File: config.mk
export PLATFORM = sky130hd
export DESIGN_NAME = beacon_centroid_from_count_sum_unit
export DESIGN_NICKNAME = d
export VERILOG_FILES = /design/src/hdl/bcfcs_pkg.sv /design/src/hdl/bcfcs_front.sv /design/src/hdl/bcfcs_div_stage.sv /design/src/hdl/beacon_centroid_from_count_sum_unit.sv
export VERILOG_INCLUDE_DIRS = /design/src /design/src/hdl
export SDC_FILE = /design/constraint.sdc
export NUM_CORES = 2
export LEC_CHECK = 0
export BUFFER_PORTS_ARGS = -buffer_cell sky130_fd_sc_hd__buf_2
export CELL_PAD_IN_SITES_DETAIL_PLACEMENT = 1
export CELL_PAD_IN_SITES_GLOBAL_PLACEMENT = 2
export CORE_MARGIN = 3
export CORE_UTILIZATION = 45
export CTS_BUF_LIST = sky130_fd_sc_hd__clkbuf_4 sky130_fd_sc_hd__clkbuf_8 sky130_fd_sc_hd__clkbuf_16
export DETAILED_ROUTE_END_ITERATION = 8
export GPL_ROUTABILITY_DRIVEN = 0
export MAX_ROUTING_LAYER = met4
export PLACE_DENSITY = 0.84
export SLEW_MARGIN = 20
export SYNTH_ARGS = -nofsm -noshare
export SYNTH_HDL_FRONTEND = slang
export SYNTH_HIERARCHICAL = 1
export SYNTH_SLANG_ARGS = --single-unit
File: constraint.sdc
create_clock -name i_clk -period 6.8 [get_ports i_clk]
set_clock_uncertainty 0.2 [all_clocks]
set_input_delay 1.36 -clock i_clk [delete_from_list [all_inputs] [get_ports i_clk]]
set_output_delay 1.36 -clock i_clk [all_outputs]
set_load 0.03 [all_outputs]
File: src/hdl/beacon_centroid_from_count_sum_unit_macros.svh
// Assertion helpers shared by the RTL.
`ifndef BEACON_CENTROID_FROM_COUNT_SUM_UNIT_MACROS_SVH
`define BEACON_CENTROID_FROM_COUNT_SUM_UNIT_MACROS_SVH

`ifndef ASSERT_OFF
// Same-cycle implication.
`define BCFCS_ASSERT_IMP(lbl, clk, rstn, ante, cons) \
    lbl: assert property (@(posedge clk) disable iff (!(rstn)) (ante) |-> (cons)) \
        else $error("assertion failed");
// Next-cycle implication.
`define BCFCS_ASSERT_NXT(lbl, clk, rstn, ante, cons) \
    lbl: assert property (@(posedge clk) disable iff (!(rstn)) (ante) |=> (cons)) \
        else $error("assertion failed");
`else
`define BCFCS_ASSERT_IMP(lbl, clk, rstn, ante, cons)
`define BCFCS_ASSERT_NXT(lbl, clk, rstn, ante, cons)
`endif

`endif

File: src/hdl/bcfcs_pkg.sv
package bcfcs_pkg;

    localparam int THR_W      = 19;
    localparam int COUNT_W    = 19;
    localparam int SUM_W      = 26;
    localparam int REC_W      = 48;
    localparam int COLOUR_W   = 2;
    localparam int CFG_IDX_W  = 2;

    localparam int STEPS_PER_STAGE = 2;
    localparam int NUM_STAGES      = SUM_W / STEPS_PER_STAGE;

    localparam logic [THR_W-1:0] THR_RESET = THR_W'(50);
    localparam logic [SUM_W-1:0] NOT_FOUND = SUM_W'(16'h7fff);

    // Field positions inside the raw record
    localparam int COUNT_MSB = 47;
    localparam int COUNT_LSB = 29;
    localparam int SUM_MSB   = 25;

    typedef enum logic [COLOUR_W-1:0] {
        COL_RED    = 2'd0,
        COL_YELLOW = 2'd1,
        COL_BLUE   = 2'd2
    } t_colour;

    typedef enum logic [CFG_IDX_W-1:0] {
        CFG_RED_THR    = 2'd0,
        CFG_YELLOW_THR = 2'd1,
        CFG_BLUE_THR   = 2'd2
    } t_cfg_idx;

    typedef struct packed {
        logic [COLOUR_W-1:0] colour;
        logic [REC_W-1:0]    raw_record;
    } t_in;

    typedef struct packed {
        logic [COLOUR_W-1:0] colour_out;
        logic                detected;
        logic [SUM_W-1:0]    centroid_x;
    } t_out;

    // Divider word: dividend shifts out at the top while quotient bits shift in below
    typedef struct packed {
        logic [COLOUR_W-1:0] colour;
        logic                det;
        logic [COUNT_W-1:0]  dvsr;
        logic [COUNT_W-1:0]  rem;
        logic [SUM_W-1:0]    nq;
    } t_div;

    function automatic t_div div_step(input t_div s);
        t_div             r;
        logic [COUNT_W:0] sh;
        logic [COUNT_W:0] diff;
        logic             ge;
        r    = s;
        sh   = {s.rem, s.nq[SUM_W-1]};
        diff = sh - {1'b0, s.dvsr};
        ge   = (sh >= {1'b0, s.dvsr});
        r.rem = ge ? diff[COUNT_W-1:0] : sh[COUNT_W-1:0];
        r.nq  = {s.nq[SUM_W-2:0], ge};
        return r;
    endfunction

endpackage

File: src/hdl/bcfcs_front.sv
module bcfcs_front
    import bcfcs_pkg::*;
(
    input  logic                 i_clk,
    input  logic                 i_rst_n,
    input  logic                 i_accept,
    input  t_in                  i_item,
    input  logic                 i_cfg_we,
    input  logic [CFG_IDX_W-1:0] i_cfg_idx,
    input  logic [THR_W-1:0]     i_cfg_wdata,
    output logic                 o_vld,
    output t_div                 o_stage
);

    logic [THR_W-1:0]   r_thr_red;
    logic [THR_W-1:0]   r_thr_yellow;
    logic [THR_W-1:0]   r_thr_blue;
    logic               r_vld;
    t_div               r_stage;
    t_div               n_stage;
    logic [THR_W-1:0]   w_thr;
    logic               w_known;
    logic [COUNT_W-1:0] w_count;

    always_ff @(posedge i_clk) begin
        if (!i_rst_n) begin
            r_thr_red    <= THR_RESET;
            r_thr_yellow <= THR_RESET;
            r_thr_blue   <= THR_RESET;
        end else if (i_cfg_we) begin
            unique case (t_cfg_idx'(i_cfg_idx))
                CFG_RED_THR:    r_thr_red    <= i_cfg_wdata;
                CFG_YELLOW_THR: r_thr_yellow <= i_cfg_wdata;
                CFG_BLUE_THR:   r_thr_blue   <= i_cfg_wdata;
                default: ;
            endcase
        end
    end

    assign w_count = i_item.raw_record[COUNT_MSB:COUNT_LSB];

    always_comb begin
        w_thr   = r_thr_red;
        w_known = 1'b1;
        unique case (t_colour'(i_item.colour))
            COL_RED:    w_thr = r_thr_red;
            COL_YELLOW: w_thr = r_thr_yellow;
            COL_BLUE:   w_thr = r_thr_blue;
            default:    w_known = 1'b0;
        endcase
        n_stage.colour = i_item.colour;
        // zero count never detects, so the divider never sees a live zero divisor
        n_stage.det    = w_known && (w_count != '0) && (w_count >= w_thr);
        n_stage.dvsr   = w_count;
        n_stage.rem    = '0;
        n_stage.nq     = i_item.raw_record[SUM_MSB:0];
    end

    always_ff @(posedge i_clk) begin
        if (!i_rst_n) begin
            r_vld <= 1'b0;
        end else begin
            r_vld <= i_accept;
        end
    end

    always_ff @(posedge i_clk) begin
        r_stage <= n_stage;
    end

    assign o_vld   = r_vld;
    assign o_stage = r_stage;

endmodule

File: src/hdl/bcfcs_div_stage.sv
module bcfcs_div_stage
    import bcfcs_pkg::*;
(
    input  logic i_clk,
    input  logic i_rst_n,
    input  logic i_vld,
    input  t_div i_stage,
    output logic o_vld,
    output t_div o_stage
);

    logic r_vld;
    t_div r_stage;
    t_div n_stage;

    always_comb begin
        n_stage = i_stage;
        for (int k = 0; k < STEPS_PER_STAGE; k++) begin
            n_stage = div_step(n_stage);
        end
    end

    always_ff @(posedge i_clk) begin
        if (!i_rst_n) begin
            r_vld <= 1'b0;
        end else begin
            r_vld <= i_vld;
        end
    end

    always_ff @(posedge i_clk) begin
        r_stage <= n_stage;
    end

    assign o_vld   = r_vld;
    assign o_stage = r_stage;

endmodule

File: src/hdl/beacon_centroid_from_count_sum_unit.sv
// Beacon centroid unit: turns a packed camera record (pixel count and x-coordinate
// sum) into a detected flag and centroid for one colour.
// Input: raise i_start with i_item for one cycle per record; the word is taken at
// that edge. o_busy is always low, so a record may be offered in every cycle.
// Output: o_done pulses for one cycle with o_result; there is no back-pressure.
// Pipeline: one unpack/threshold stage loaded at the accepting edge, 13 divider
// stages of two quotient bits each, and the result register that drives o_done.
// Throughput is one record per clock, set by the restoring divider being fully
// unrolled into stages.
// Configuration: i_cfg_we writes i_cfg_wdata into threshold i_cfg_idx
// (0 red, 1 yellow, 2 blue, 3 ignored); write only while no record is in flight.
// Reset (synchronous, i_rst_n low): thresholds return to 50 and every record in
// flight is dropped; no result appears for it.
`include "beacon_centroid_from_count_sum_unit_macros.svh"

module beacon_centroid_from_count_sum_unit
    import bcfcs_pkg::*;
(
    input  logic                 i_clk,
    input  logic                 i_rst_n,
    input  logic                 i_start,
    output logic                 o_busy,
    input  t_in                  i_item,
    input  logic                 i_cfg_we,
    input  logic [CFG_IDX_W-1:0] i_cfg_idx,
    input  logic [THR_W-1:0]     i_cfg_wdata,
    output logic                 o_done,
    output t_out                 o_result
);

    logic w_accept;
    logic w_vld [0:NUM_STAGES];
    t_div w_stg [0:NUM_STAGES];
    logic r_done;
    t_out r_result;
    t_out n_result;

    assign o_busy   = 1'b0;
    assign w_accept = i_start && !o_busy;

    bcfcs_front u_front (
        .i_clk       (i_clk),
        .i_rst_n     (i_rst_n),
        .i_accept    (w_accept),
        .i_item      (i_item),
        .i_cfg_we    (i_cfg_we),
        .i_cfg_idx   (i_cfg_idx),
        .i_cfg_wdata (i_cfg_wdata),
        .o_vld       (w_vld[0]),
        .o_stage     (w_stg[0])
    );

    for (genvar g = 0; g < NUM_STAGES; g++) begin : g_div
        bcfcs_div_stage u_stage (
            .i_clk   (i_clk),
            .i_rst_n (i_rst_n),
            .i_vld   (w_vld[g]),
            .i_stage (w_stg[g]),
            .o_vld   (w_vld[g+1]),
            .o_stage (w_stg[g+1])
        );
    end

    always_comb begin
        n_result.colour_out = w_stg[NUM_STAGES].colour;
        n_result.detected   = w_stg[NUM_STAGES].det;
        n_result.centroid_x = w_stg[NUM_STAGES].det ? w_stg[NUM_STAGES].nq : NOT_FOUND;
    end

    always_ff @(posedge i_clk) begin
        if (!i_rst_n) begin
            r_done <= 1'b0;
        end else begin
            r_done <= w_vld[NUM_STAGES];
        end
    end

    always_ff @(posedge i_clk) begin
        r_result <= n_result;
    end

    assign o_done   = r_done;
    assign o_result = r_result;

    `BCFCS_ASSERT_NXT(a_accept_enters, i_clk, i_rst_n, w_accept, w_vld[0])
    `BCFCS_ASSERT_NXT(a_last_to_done, i_clk, i_rst_n, w_vld[NUM_STAGES], o_done)
    `BCFCS_ASSERT_IMP(a_miss_value, i_clk, i_rst_n, o_done && !o_result.detected, o_result.centroid_x == NOT_FOUND)
    `BCFCS_ASSERT_IMP(a_det_colour, i_clk, i_rst_n, o_done && o_result.detected, o_result.colour_out != 2'd3)
    `BCFCS_ASSERT_IMP(a_det_dvsr, i_clk, i_rst_n, w_vld[0] && w_stg[0].det, w_stg[0].dvsr != '0)

endmodule
# Yosys cells after proc, flatten, opt, wreduce, memory -nomap -nowiden
# Index checks and enable logic that the tools add are counted.
# word_totals
regBits,982
inputBits,75
output_inout_bits,31
word_cells,180
# classes
n_addsub,25
magnitude_cmp,27
n_eq_ne,4
n_mux,27
reduce_logical,9
# op_table
op,n
20-bit by 19-bit greater-or-equal comparator with 1-bit output,25
19-bit 2-to-1 mux,25
19-bit subtractor,24
19-bit one-hot mux with 2 select lines,1
1-bit by 19-bit greater-or-equal comparator with 1-bit output,1
19-bit greater-or-equal comparator,1
19-bit nonzero test,1
1-bit by 19-bit subtractor with 19-bit output,1
2-bit AND reduction,3
2-bit by 1-bit == test with 1-bit output (second input constant),2
2-bit == test (second input constant),2
2-bit zero test,2
3-bit OR reduction,1
1-bit logical AND,2
1-bit 2-to-1 mux,1

# Longest topological paths before layout
# logic_depth
word_depth,5
depth_mapped,23
depth_no_buf,21

# Cells and area by module
# The synthesis kept the hierarchy.
# by_module_without_submodules
mod,instances,cells_per_inst,area_per_inst_um2,seq_area_each_um2
bcfcs_div_stage at g_div[11].u_stage ...,9,408,3901.2,1361.3
bcfcs_div_stage at g_div[0].u_stage ...,4,408,3870.0,1361.3
bcfcs_front,1,442,4103.9,2122.0
beacon_centroid_from_count_sum_unit,1,61,798.3,600.6

# Worst setup path before layout
# OpenSTA, ideal clock, no wires.
# synth_path
kind,register -> register
start,register g_div[10].u_stage.r_stage (netlist bit g_div[10].u_stage/o_stage[25])
end,register g_div[11].u_stage.r_stage (netlist bit g_div[11].u_stage/o_stage[28])
setup_ps,121
arrival_ps,4192
required_ps,6479
path_slack_ps,2287
path_stages_with_launch,24
path_buffers,3
period_less_slack_ps,4513
cell_sequence,dfxtp_1 > inv_1 > ha_1 > inv_1 > fa_1 > a21oi_1 > o211ai_1 > a21o_1 > a21oi_1 > o31ai_4 > buf_6 > buf_4 > nand2_1 > o21ai_2 > fa_1 > nor2b_1 > o31ai_2 > a31oi_1 > o21ai_1 > a31oi_1 > o21ai_0 > o2111ai_2 > buf_6 > mux2_4
# synth_lines
element,line_no,text
from (decl),bcfcs_div_stage.sv:13,t_div r_stage;
from (signal assigned),bcfcs_div_stage.sv:32,r_stage <= n_stage;
to (signal assigned),bcfcs_div_stage.sv:32,
to (decl),bcfcs_div_stage.sv:13,

==> flow_metrics.tcl <==
set metrics [dict create \
    vias 40555 \
    numPortBuffers 101 \
    postCtsHoldBufs 0 \
    rsz0062_at_grt "no" \
    critPathMaxFanout 22 \
    timing.final.ws_setup_ns 0.925 \
    area_growth_pct 10.8 \
    cp.required_ns 7.18 \
    grt_pass1_wl_um 226000 \
    cts.repair.resized 0 \
    die_h_um 352 \
    path_class "flip-flop to flip-flop" \
    post_cts_buffers 0 \
    die_w_um 352 \
    initial_core_util_pct 45.5 \
    cts-htree-levels 3 \
    cts_buffers 105 \
    drc 0 \
    dp_worst_setup_slack_ns 0.975 \
    grt_pass1_vias 41630 \
    syn_avg_cell_area_um2 9.52 \
    period_needed_ns 5.87 \
    cts_root_buf "clkbuf_16" \
    slew_violations 0 \
    startpoint_type "flip-flop" \
    drive_gt1_share_pct 12.9 \
    cts_tree "yes" \
    hp-class "flip-flop to flip-flop" \
    viasPerCell 5.39 \
    reg2reg_depth 22 \
    drt-pass1-iter-count 5 \
    clk_pin_slew_ns 0.07 \
    core_area_mm2 0.119 \
    place_inst 7320 \
    yosysWarningCount 6 \
    fin_tns_setup_ns 0 \
    netlist_area_mm2 0.0540 \
    fin_cells 7523 \
    clkLatencyLatePin_ns 0.74 \
    cts.sinks 982 \
    grt_start_max_net_pins 73 \
    routedWlPerCell_um 18.9 \
    finalCritPeriodShare_pct 86.4 \
    nets 6446 \
    antenna_found_initial 3 \
    cp.arrival_ns 6.26 \
    status "complete, no violations" \
    seqCellArea_mm2 0.0197 \
    fmax_mhz 170 \
    overflow 0 \
    clk_path_buf_depth 3 \
    hold_path_depth 0 \
    end_kind "flip-flop" \
    globalRouteTotalUtil_pct 22.9 \
    postRouteWirelength_um 142000 \
    hold_viol 0 \
    syn_inst 5669 \
    drv_cap 0 \
    route.antenna.remaining_nets 0 \
    ios 106 \
    tightest_slew_ns 1.03 \
    first_iter_violations 1843 \
    fillers 13517 \
    fp-row-count 126 \
    multi_input_area_mm2 0.0319 \
    dieArea_mm2 0.124 \
    max_slew_margin_pct 31.6 \
    finalSetupViolCount 0 \
    hpwl_um 113000 \
]
[area by class of cell]
type / instances / area share [%]
clock buffer: 134 / 4.96
timing repair buffer: 144 / 1.44
clock inverter: 63 / 1.34
multi-input combinational: 4166 / 53.3
antenna: 4 / 0.0167
tap: 1600 / 3.35
inverter: 430 / 2.70
sequential: 982 / 32.9
[worst max-delay path: stages, from the launching register on]
cell and delay [ns]:
dfxtp_1 0.35, inv_1 0.05, ha_1 0.20, inv_1 0.07
fa_1 0.24, a21oi_1 0.13, o211ai_1 0.23, a21o_1 0.22
a21oi_1 0.14, o31ai_4 0.70, buf_4 0.44, nor2_1 0.10
a21oi_1 0.20, ha_1 0.21, nand2_1 0.13, o21a_1 0.20
a31oi_1 0.50, o21ai_1 0.22, a31oi_1 0.22, o21ai_0 0.12
o2111ai_2 0.10, buf_4 0.38, mux2_4 0.34
[placed cells by master (no fill, tap or decap), drive strengths merged, types with 31 or more instances in the layout]
master     n
and2      76
nand4     31
o21a     114
nand3     77
and3      64
nor3      76
mux2i     62
xor2     100
xnor2    251
nand2    425
nor2     349
inv      442
a21o     142
clkbuf   134
a21oi    509
clkinv    38
a31oi    102
nor2b     87
nand2b    61
o2111ai   39
ha       516
o21ai    306
a211oi    39
mux2     270
o31ai     51
buf      144
dfxtp    982
a21boi    97
[registers in the layout (all words and copies together), names as in the netlist]
register	count
u_front/o_vld	1
g_div.u_stage/o_vld	13
u_front/r_thr_yellow	19
u_front/r_thr_red	19
g_div.u_stage/o_stage	833
u_front/o_stage	48
o_result	29
u_front/r_thr_blue	19
o_done	1
[stage by stage]
stage               cell area (um^2)  util, %  hold slack, ns
finish                         59800     50.4           0.120
global route                   59800     50.4           0.114
CTS                            59700     50.4           0.111
detailed placement             56000     47.2           0.113
global placement               56000     47.2           0.110
floorplan                      54000        -           0.110
[final timing paths]
check / startpoint / end / slack (ns)
min reg2reg: g_div[5].u_stage/o_stage[23]$_DFF_P_ / g_div[6].u_stage/o_stage[25]$_DFF_P_ / 0.12
max: g_div[8].u_stage/o_stage[25]$_DFF_P_ / g_div[9].u_stage/o_stage[33]$_DFF_P_ / 0.93
max reg2reg: g_div[8].u_stage/o_stage[25]$_DFF_P_ / g_div[9].u_stage/o_stage[33]$_DFF_P_ / 0.93
min: g_div[5].u_stage/o_stage[23]$_DFF_P_ / g_div[6].u_stage/o_stage[25]$_DFF_P_ / 0.12
[metal layers]
metal | routed length [um] | track usage (%)
met2 | 66200 | 37.7
met3 | 3550 | 2.54
met4 | 3720 | 6.16
met1 | 68400 | 30.0
met5 | 0 | -
Power is left out: the tool's default activity adds up to more than one toggle a clock period on the data nets, which glitch-free logic cannot reach.
